### src/rtl/vit_pkg.sv
package vit_pkg;

	// fixed field widths of the request and response transactions
	localparam int KEY_W       = 48;
	localparam int ID_W        = 6;
	localparam int STATUS_W    = 2;
	// entry_id is 6 bits, so at most this many entries are addressable
	localparam int MAX_ENTRIES = 64;

	localparam logic OP_INTERN = 1'b0;
	localparam logic OP_FETCH  = 1'b1;

	localparam logic [STATUS_W-1:0] STATUS_OK        = 2'd0;
	localparam logic [STATUS_W-1:0] STATUS_FULL      = 2'd1;
	localparam logic [STATUS_W-1:0] STATUS_BAD_INDEX = 2'd2;

	// controller -> datapath
	typedef struct packed {
		logic load;        // capture request payload, restart scan
		logic step;        // issue next scan read
		logic take_hit;    // result = matched entry
		logic take_miss;   // append key or flag full
		logic fetch_rd;    // read entry at requested index
		logic take_fetch;  // result = fetched entry
		logic publish;     // move result into output register
	} cmd_t;

	// datapath -> controller
	typedef struct packed {
		logic hit;         // entry in read stage equals key
		logic drained;     // all filled entries issued and compared
		logic out_free;    // output register can take a result
	} stat_t;

endpackage

### src/rtl/vit_ifs.sv
interface vit_req_if;
	import vit_pkg::*;

	logic             valid;
	logic             ready;
	logic             op;
	logic [KEY_W-1:0] key;
	logic [ID_W-1:0]  index;

	modport source (output valid, output op, output key, output index, input ready);
	modport sink (input valid, input op, input key, input index, output ready);
endinterface

interface vit_rsp_if;
	import vit_pkg::*;

	logic                valid;
	logic                ready;
	logic [ID_W-1:0]     entry_id;
	logic [KEY_W-1:0]    entry_value;
	logic                was_added;
	logic [STATUS_W-1:0] status;

	modport source (
		output valid, output entry_id, output entry_value, output was_added,
		output status, input ready
	);
	modport sink (
		input valid, input entry_id, input entry_value, input was_added,
		input status, output ready
	);
endinterface

### src/rtl/vit_datapath.sv
module vit_datapath #(
	parameter int VECTOR_BYTES = 6,
	parameter int TABLE_DEPTH  = 64
) (
	input  logic                             clk,
	input  logic                             arst_n,
	input  vit_pkg::cmd_t                    cmd,
	output vit_pkg::stat_t                   stat,
	input  logic [vit_pkg::KEY_W-1:0]        req_key,
	input  logic [vit_pkg::ID_W-1:0]         req_index,
	output logic                             rsp_valid,
	input  logic                             rsp_ready,
	output logic [vit_pkg::ID_W-1:0]         rsp_entry_id,
	output logic [vit_pkg::KEY_W-1:0]        rsp_entry_value,
	output logic                             rsp_was_added,
	output logic [vit_pkg::STATUS_W-1:0]     rsp_status
);
	import vit_pkg::*;

	localparam int CAP      = (TABLE_DEPTH < MAX_ENTRIES) ? TABLE_DEPTH : MAX_ENTRIES;
	localparam int AW       = $clog2(CAP);
	localparam int CW       = $clog2(CAP + 1);
	localparam int CMP_W    = ID_W + 1;
	localparam int KEY_BITS = (8 * VECTOR_BYTES < KEY_W) ? 8 * VECTOR_BYTES : KEY_W;

	logic [KEY_BITS-1:0] mem [CAP];

	logic [KEY_BITS-1:0] key_q;
	logic [ID_W-1:0]     idx_q;
	logic [CW-1:0]       fill_q;
	logic [CW-1:0]       ptr_q;
	logic                rvalid_s1;
	logic [AW-1:0]       raddr_s1;
	logic [KEY_BITS-1:0] rdata_s1;

	logic [ID_W-1:0]     res_id_q;
	logic [KEY_BITS-1:0] res_val_q;
	logic                res_added_q;
	logic [STATUS_W-1:0] res_status_q;
	logic                out_valid_q;

	logic          issue_ok;
	logic          full;
	logic          fetch_ok;
	logic          rd_en;
	logic [AW-1:0] rd_addr;

	assign issue_ok = ptr_q < fill_q;
	assign full     = fill_q == CW'(CAP);
	assign fetch_ok = CMP_W'(idx_q) < CMP_W'(fill_q);
	assign rd_en    = (cmd.step && issue_ok) || cmd.fetch_rd;
	assign rd_addr  = cmd.fetch_rd ? idx_q[AW-1:0] : ptr_q[AW-1:0];

	assign stat.hit      = rvalid_s1 && (rdata_s1 == key_q);
	assign stat.drained  = !rvalid_s1 && !issue_ok;
	assign stat.out_free = !out_valid_q || rsp_ready;

	// table storage: one write port (append), one registered read port
	always_ff @(posedge clk) begin
		if (cmd.take_miss && !full) begin
			mem[fill_q[AW-1:0]] <= key_q;
		end
		if (rd_en) begin
			rdata_s1 <= mem[rd_addr];
		end
	end

	always_ff @(posedge clk or negedge arst_n) begin
		if (!arst_n) begin
			fill_q      <= '0;
			ptr_q       <= '0;
			rvalid_s1   <= 1'b0;
			out_valid_q <= 1'b0;
		end else begin
			if (cmd.load) begin
				ptr_q     <= '0;
				rvalid_s1 <= 1'b0;
			end else if (cmd.step) begin
				rvalid_s1 <= issue_ok;
				if (issue_ok) begin
					ptr_q <= ptr_q + 1'b1;
				end
			end else begin
				rvalid_s1 <= 1'b0;
			end
			if (cmd.take_miss && !full) begin
				fill_q <= fill_q + 1'b1;
			end
			if (cmd.publish) begin
				out_valid_q <= 1'b1;
			end else if (rsp_ready) begin
				out_valid_q <= 1'b0;
			end
		end
	end

	always_ff @(posedge clk) begin
		if (cmd.load) begin
			key_q <= req_key[KEY_BITS-1:0];
			idx_q <= req_index;
		end
		if (cmd.step) begin
			raddr_s1 <= ptr_q[AW-1:0];
		end
		if (cmd.take_hit) begin
			res_id_q     <= ID_W'(raddr_s1);
			res_val_q    <= rdata_s1;
			res_added_q  <= 1'b0;
			res_status_q <= STATUS_OK;
		end else if (cmd.take_miss) begin
			if (full) begin
				res_id_q     <= '0;
				res_val_q    <= '0;
				res_added_q  <= 1'b0;
				res_status_q <= STATUS_FULL;
			end else begin
				res_id_q     <= ID_W'(fill_q);
				res_val_q    <= key_q;
				res_added_q  <= 1'b1;
				res_status_q <= STATUS_OK;
			end
		end else if (cmd.take_fetch) begin
			res_id_q     <= idx_q;
			res_val_q    <= fetch_ok ? rdata_s1 : '0;
			res_added_q  <= 1'b0;
			res_status_q <= fetch_ok ? STATUS_OK : STATUS_BAD_INDEX;
		end
		if (cmd.publish) begin
			rsp_entry_id    <= res_id_q;
			rsp_entry_value <= KEY_W'(res_val_q);
			rsp_was_added   <= res_added_q;
			rsp_status      <= res_status_q;
		end
	end

	assign rsp_valid = out_valid_q;

`ifndef SYNTHESIS
	a_fill_bound: assert property (@(posedge clk) disable iff (!arst_n)
		fill_q <= CW'(CAP))
		else $error("fill count beyond table capacity");

	a_publish_free: assert property (@(posedge clk) disable iff (!arst_n)
		cmd.publish |-> (!out_valid_q || rsp_ready))
		else $error("result published over an untaken response");

	a_append_grows: assert property (@(posedge clk) disable iff (!arst_n)
		(cmd.take_miss && !full) |=> fill_q == $past(fill_q) + 1'b1)
		else $error("append did not advance fill count");
`endif

endmodule

### src/rtl/vit_ctrl.sv
module vit_ctrl (
	input  logic            clk,
	input  logic            arst_n,
	input  logic            req_valid,
	input  logic            req_op,
	output logic            req_ready,
	output vit_pkg::cmd_t   cmd,
	input  vit_pkg::stat_t  stat
);
	import vit_pkg::*;

	typedef enum logic [4:0] {
		S_IDLE  = 5'b00001,
		S_SCAN  = 5'b00010,
		S_FETCH = 5'b00100,
		S_FWAIT = 5'b01000,
		S_RESP  = 5'b10000
	} state_t;

	state_t state_q;
	state_t state_d;
	logic   accept;

	assign req_ready = state_q == S_IDLE;
	assign accept    = req_valid && req_ready;

	always_comb begin
		state_d = state_q;
		cmd     = '0;
		case (state_q)
			S_IDLE: begin
				if (accept) begin
					cmd.load = 1'b1;
					state_d  = (req_op == OP_FETCH) ? S_FETCH : S_SCAN;
				end
			end
			S_SCAN: begin
				if (stat.hit) begin
					cmd.take_hit = 1'b1;
					state_d      = S_RESP;
				end else if (stat.drained) begin
					cmd.take_miss = 1'b1;
					state_d       = S_RESP;
				end else begin
					cmd.step = 1'b1;
				end
			end
			S_FETCH: begin
				cmd.fetch_rd = 1'b1;
				state_d      = S_FWAIT;
			end
			S_FWAIT: begin
				cmd.take_fetch = 1'b1;
				state_d        = S_RESP;
			end
			S_RESP: begin
				if (stat.out_free) begin
					cmd.publish = 1'b1;
					state_d     = S_IDLE;
				end
			end
			default: begin
				state_d = S_IDLE;
			end
		endcase
	end

	always_ff @(posedge clk or negedge arst_n) begin
		if (!arst_n) begin
			state_q <= S_IDLE;
		end else begin
			state_q <= state_d;
		end
	end

`ifndef SYNTHESIS
	a_state_onehot: assert property (@(posedge clk) disable iff (!arst_n)
		$onehot(state_q))
		else $error("controller state not one-hot");

	a_intern_scans: assert property (@(posedge clk) disable iff (!arst_n)
		(accept && req_op == OP_INTERN) |=> state_q == S_SCAN)
		else $error("intern transaction did not start a scan");

	a_single_result: assert property (@(posedge clk) disable iff (!arst_n)
		$countones({cmd.take_hit, cmd.take_miss, cmd.take_fetch}) <= 1)
		else $error("more than one result source selected");
`endif

endmodule

### src/rtl/vector_intern_table_core.sv
// Channel  Dir  Transaction payload
// req      in   op, key[47:0], index[5:0]
// rsp      out  entry_id[5:0], entry_value[47:0], was_added, status[1:0]
//
// One request at a time. Intern miss: the response follows a scan of every filled entry;
// a hit at entry i ends the scan there. The scan compares one entry per cycle through
// the single registered read port. Fetch reads the requested index without a scan.
// Reset clears fill count and control; table words stay undefined until appended.
// A waiting response sits in the output register; req is taken again the cycle after
// the response is loaded there, and only that load stalls on rsp.ready.
module vector_intern_table_core #(
	parameter int VECTOR_BYTES = 6,
	parameter int TABLE_DEPTH  = 64
) (
	input logic      clk,
	input logic      arst_n,
	vit_req_if.sink  req,
	vit_rsp_if.source rsp
);
	import vit_pkg::*;

	cmd_t  cmd;
	stat_t stat;

	// controller: sequences accept, scan/fetch, result selection, hand-off
	vit_ctrl u_ctrl (
		.clk       (clk),
		.arst_n    (arst_n),
		.req_valid (req.valid),
		.req_op    (req.op),
		.req_ready (req.ready),
		.cmd       (cmd),
		.stat      (stat)
	);

	// datapath: table memory, scan pipeline, fill count, result/output regs
	vit_datapath #(
		.VECTOR_BYTES (VECTOR_BYTES),
		.TABLE_DEPTH  (TABLE_DEPTH)
	) u_datapath (
		.clk             (clk),
		.arst_n          (arst_n),
		.cmd             (cmd),
		.stat            (stat),
		.req_key         (req.key),
		.req_index       (req.index),
		.rsp_valid       (rsp.valid),
		.rsp_ready       (rsp.ready),
		.rsp_entry_id    (rsp.entry_id),
		.rsp_entry_value (rsp.entry_value),
		.rsp_was_added   (rsp.was_added),
		.rsp_status      (rsp.status)
	);

endmodule

### src/flat_wrapper.sv
// flat-port wrapper written by rule: the top's interface ports become plain ports
module vector_intern_table_core_flat import vit_pkg::*;
#(
	parameter int VECTOR_BYTES = 6,
	parameter int TABLE_DEPTH  = 64
)
  (clk, arst_n, req_valid, req_op, req_key, req_index, req_ready, rsp_valid, rsp_entry_id, rsp_entry_value, rsp_was_added, rsp_status, rsp_ready);
  vit_req_if req_i ();
  vit_rsp_if rsp_i ();
  input logic clk;
  input logic arst_n;
  input wire logic [$bits(req_i.valid)-1:0] req_valid;
  input wire logic [$bits(req_i.op)-1:0] req_op;
  input wire logic [$bits(req_i.key)-1:0] req_key;
  input wire logic [$bits(req_i.index)-1:0] req_index;
  output wire logic [$bits(req_i.ready)-1:0] req_ready;
  output wire logic [$bits(rsp_i.valid)-1:0] rsp_valid;
  output wire logic [$bits(rsp_i.entry_id)-1:0] rsp_entry_id;
  output wire logic [$bits(rsp_i.entry_value)-1:0] rsp_entry_value;
  output wire logic [$bits(rsp_i.was_added)-1:0] rsp_was_added;
  output wire logic [$bits(rsp_i.status)-1:0] rsp_status;
  input wire logic [$bits(rsp_i.ready)-1:0] rsp_ready;
  assign req_i.valid = req_valid;
  assign req_i.op = req_op;
  assign req_i.key = req_key;
  assign req_i.index = req_index;
  assign req_ready = req_i.ready;
  assign rsp_valid = rsp_i.valid;
  assign rsp_entry_id = rsp_i.entry_id;
  assign rsp_entry_value = rsp_i.entry_value;
  assign rsp_was_added = rsp_i.was_added;
  assign rsp_status = rsp_i.status;
  assign rsp_i.ready = rsp_ready;
  vector_intern_table_core #(.VECTOR_BYTES(VECTOR_BYTES), .TABLE_DEPTH(TABLE_DEPTH)) u_core (.clk(clk), .arst_n(arst_n), .req(req_i), .rsp(rsp_i));
endmodule
### config.mk
export PLATFORM = sky130hd
export DESIGN_NAME = vector_intern_table_core_flat
export DESIGN_NICKNAME = d
export VERILOG_FILES = /design/src/rtl/vit_pkg.sv /design/src/rtl/vit_ifs.sv /design/src/rtl/vit_datapath.sv /design/src/rtl/vit_ctrl.sv /design/src/rtl/vector_intern_table_core.sv /design/src/flat_wrapper.sv
export SDC_FILE = /design/constraint.sdc
export NUM_CORES = 2
export LEC_CHECK = 0
export ABC_AREA = 1
export ABC_CLOCK_PERIOD_IN_PS = 12100
export BUFFER_PORTS_ARGS = -buffer_cell sky130_fd_sc_hd__buf_4
export CORE_AREA = 4 4 542 544
export CTS_BUF_LIST = sky130_fd_sc_hd__clkbuf_8 sky130_fd_sc_hd__clkbuf_16
export CTS_CLUSTER_SIZE = 10
export DETAILED_ROUTE_END_ITERATION = 6
export DIE_AREA = 0 0 546 548
export PLACE_DENSITY_LB_ADDON = 0.15
export SLEW_MARGIN = 20
export SYNTH_ARGS = -nofsm -noshare
export SYNTH_HDL_FRONTEND = slang
export SYNTH_HIERARCHICAL = 1
export SYNTH_SLANG_ARGS = --single-unit
### constraint.sdc
create_clock -name clk -period 12.1 [get_ports clk]
set_input_delay 1.815 -clock clk [delete_from_list [all_inputs] [get_ports clk]]
set_output_delay 1.815 -clock clk [all_outputs]
set_load 0.01 [all_outputs]
==> impl_metrics.sql <==
INSERT INTO impl_metrics (metric_group, metric, value, unit) VALUES
('status', 'outcome', 'finished clean', ''),
('logic_synthesis', 'synth_edf_count', '3291', ''),
('floorplan', 'start_util', '49.7', '%'),
('floorplan', 'io_pins', '118', ''),
('drt', 'final_antenna_net_count', '0', ''),
('sta', 'relSlewSlack', '11.6', '%'),
('cts', 'root_buffer', 'sky130_fd_sc_hd__clkbuf_16', ''),
('worst_setup_path', 'register_to_register_setup_slack', '4930', 'ps'),
('sta', 'timing.final.max_slew_violations', '0', ''),
('worst_setup_path', 'crit-reg2reg-launch', 'u_core/u_datapath/key_q[37]', ''),
('sta', 'finalSetupViolations', '0', ''),
('floorplan', 'die_area', '299000', 'sq um'),
('sta', 'fin_worst_skew', '56.5', 'ps'),
('logic_synthesis', 'synth_fp_nets', '13800', ''),
('final_layout', 'finalNonFillerCells', '17700', ''),
('worst_setup_path', 'worst_r2r_dst', 'u_core/u_datapath/mem[58][13]', ''),
('grt', 'initial_antenna_violation_count', '29', ''),
('logic_synthesis', 'synth_top_area_share', '68.6', '%'),
('logic_synthesis', 'synth.lib_cells_used.distinct', '41', ''),
('grt', 'vias_in_the_first_global_route', '92700', ''),
('floorplan', 'height_of_the_die', '548', 'um'),
('cts', 'cts_tree', 'done', ''),
('final_layout', 'design.final.nets', '13800', ''),
('drt', 'drt_pass1_iterations', '7', ''),
('final_layout', 'layout-area-overhead-vs-synth', '10.7', '%'),
('drt', 'route.detailed.drc', '0', ''),
('cts', 'total_clock_sinks', '3315', ''),
('worst_setup_path', 'setup.worst_path.end_class', 'flop', ''),
('place', 'port_buffers', '117', ''),
('hold_path', 'holdCritStartpoint', 'u_core/u_datapath/res_id_q[1]', ''),
('drt', 'route.top_layer_used', 'met5', ''),
('sta', 'final_min_period_over_clock_period', '59.3', '%'),
('power', 'power.density_cell_area', '210', 'nW/um^2'),
('cts', 'cts-root-to-sink-buffers', '4', ''),
('cts', 'cts-hold-fix-buffers', '0', ''),
('logic_synthesis', 'yosysWarningCount', '6', ''),
('worst_setup_path', 'worstPathArrival', '7740', 'ps'),
('floorplan', 'dieWidth', '546', 'um'),
('power', 'power.static_leakage', '66.6', 'nW'),
('place', 'dp_hpwl', '250000', 'um'),
('drt', 'post_drt_wl_per_cell', '26.3', 'um'),
('logic_synthesis', 'synthDominantAreaCellType', 'sky130_fd_sc_hd__edfxtp_1', ''),
('place', 'gp_congestion', '0.949', ''),
('place', 'dp_slack', '5310', 'ps'),
('run', 'maxCapViolations', '0', ''),
('drt', 'drt_iter0_markers', '14800', ''),
('floorplan', 'floorplan.core_area', '290000', 'sq um'),
('logic_synthesis', 'dominantRegCellSynth', 'sky130_fd_sc_hd__edfxtp_1', ''),
('final_layout', 'final_core_utilization', '55.0', '%'),
('cts', 'cts_made_buffers', '378', ''),
('worst_setup_path', 'reg2regPathDepth', '16', ''),
('drt', 'route.final.wire_length', '464000', 'um'),
('hold_path', 'worstHoldEndpoint', 'u_core/u_datapath/rsp_entry_id[1]', ''),
('cts', 'cts_htree_levels', '5', ''),
('logic_synthesis', 'average_size_of_a_mapped_cell', '10.5', 'sq um'),
('worst_setup_path', 'critical_path.startpoint_type', 'flop', ''),
('power', 'ir_drop', '0.613', 'mV'),
('logic_synthesis', 'mappedNetlistArea', '144000', 'sq um'),
('hold_path', 'min_path_cells', '0', ''),
('cts', 'clock_latency', '960', 'ps'),
('power', 'report.power.total', '33.4', 'mW'),
('cts', 'cts-resized-gates', '0', ''),
('logic_synthesis', 'asyncSetResetFlopFracSynth', '0.633', '%'),
('grt', 'grt_start_max_net_pins', '200', ''),
('hold_path', 'worst_min_delay_path_class', 'reg2reg', ''),
('sta', 'finalCriticalPeriod', '7170', 'ps'),
('final_layout', 'layout_commonest_cell', 'sky130_fd_sc_hd__edfxtp_1', ''),
('worst_setup_path', 'critPathMaxFanout', '66', ''),
('cts', 'path_clk_slew', '50', 'ps'),
('logic_synthesis', 'number_of_synthesized_register_bits', '3315', ''),
('sta', 'fin_ws', '4930', 'ps');
Yosys cell counts (16+ instances only):
master / count
sky130_fd_sc_hd__nand4_1: 58
sky130_fd_sc_hd__o22ai_1: 24
sky130_fd_sc_hd__clkbuf_1: 189
sky130_fd_sc_hd__dfrtp_1: 20
sky130_fd_sc_hd__nor2_1: 122
sky130_fd_sc_hd__a31oi_1: 16
sky130_fd_sc_hd__nand3_1: 3204
sky130_fd_sc_hd__edfxtp_1: 3291
sky130_fd_sc_hd__inv_1: 2959
sky130_fd_sc_hd__buf_4: 21
sky130_fd_sc_hd__buf_2: 466
sky130_fd_sc_hd__nand2_1: 3136
sky130_fd_sc_hd__buf_1: 52
sky130_fd_sc_hd__o21ai_0: 68
sky130_fd_sc_hd__a21oi_1: 18
layout make-up:
class	count	area, sq um
flip-flops and latches	3315	99400
clock inverters	97	792
multi-input cells	6724	30600
well taps	3800	4750
inverters	2971	11200
diodes	7	17.5
clock buffers	383	9560
repair buffers	356	3080
fillers	24400	130000
report_power, final:
group	switching (mW)	internal (mW)	leakage, nW	total, mW
logic	7.46	2.25	31.4	9.72
clock network	4.42	5.61	5.25	10.0
registers	0.117	13.6	29.9	13.7
routing by layer:
metal | track usage [%] | vias to the layer above
met5 | 0 | -
met4 | 11.3 | 6
met3 | 6.48 | 900
met1 | 43.5 | 48700
li1 | - | 44700
met2 | 45.2 | 6055
kinds of logic after synthesis:
kind of cell               Yosys count  share of synthesized area, %
and+or+nand+nor                   6545                          20.0
xor gates and xnor gates            20                         0.122
adders and majority gates           14                         0.122
buffers and inverters             3704                          10.1
DFF                               3315                          69.0
AOI/OAI and AO/OA                  145                         0.567
registers in the layout, summed over array words and instances (netlist names):
| name | flops |
|---|---|
| u_core/u_datapath/rsp_was_added | 1 |
| u_core/u_datapath/mem | 3072 |
| u_core/u_datapath/rsp_entry_id | 6 |
| u_core/u_datapath/key_q | 48 |
| u_core/u_datapath/res_status_q | 2 |
| u_core/u_datapath/rdata_s1 | 48 |
| u_core/u_datapath/rsp_valid | 1 |
| u_core/u_datapath/res_added_q | 1 |
| u_core/u_datapath/raddr_s1 | 6 |
| u_core/u_ctrl/state_q | 5 |
| u_core/u_datapath/fill_q | 7 |
| u_core/u_datapath/res_val_q | 48 |
| u_core/u_datapath/rsp_status | 2 |
| u_core/u_datapath/ptr_q | 7 |
| u_core/u_datapath/res_id_q | 6 |
| u_core/u_datapath/rsp_entry_value | 48 |
| u_core/u_datapath/rvalid_s1 | 1 |
| u_core/u_datapath/idx_q | 6 |
per-stage QoR:
stage	hold WS (ps)	cell area [sq um]
global route	419	159000
finish	416	159000
CTS	410	159000
global placement	405	149000
floorplan	400	144000
detailed placement	405	149000
critical path: stages (launching register included):
cell and delay (ps):
sky130_fd_sc_hd__edfxtp_1 310, sky130_fd_sc_hd__buf_4 660, sky130_fd_sc_hd__inv_1 160, sky130_fd_sc_hd__o22ai_1 240
sky130_fd_sc_hd__inv_1 100, sky130_fd_sc_hd__nand4_1 110, sky130_fd_sc_hd__nor2_1 60, sky130_fd_sc_hd__nand3_1 100
sky130_fd_sc_hd__nor2_1 140, sky130_fd_sc_hd__inv_1 100, sky130_fd_sc_hd__nand2_1 50, sky130_fd_sc_hd__nor2_1 450
sky130_fd_sc_hd__o21ai_4 440, sky130_fd_sc_hd__inv_2 600, sky130_fd_sc_hd__nand4_1 1040, sky130_fd_sc_hd__nor2_4 1360
sky130_fd_sc_hd__buf_4 700
how the worst max path moves through the flow:
| stage | start | to | cells after the start |
|---|---|---|---|
| 2_1_floorplan | u_core/u_datapath/key_q[33] | u_core/u_datapath/mem[63][0] | 14 |
| 3_3_place_gp | u_core/u_datapath/key_q[37] | u_core/u_datapath/mem[2][35] | 16 |
| 3_5_place_dp | u_core/u_datapath/key_q[37] | u_core/u_datapath/mem[2][0] | 16 |
| 4_1_cts | u_core/u_datapath/key_q[37] | u_core/u_datapath/mem[2][40] | 16 |
| 5_1_grt | u_core/u_datapath/key_q[37] | u_core/u_datapath/mem[2][40] | 16 |
| 6_report | u_core/u_datapath/key_q[37] | u_core/u_datapath/mem[58][13] | 16 |
No activity file was read; power rests on OpenSTA's default activity.
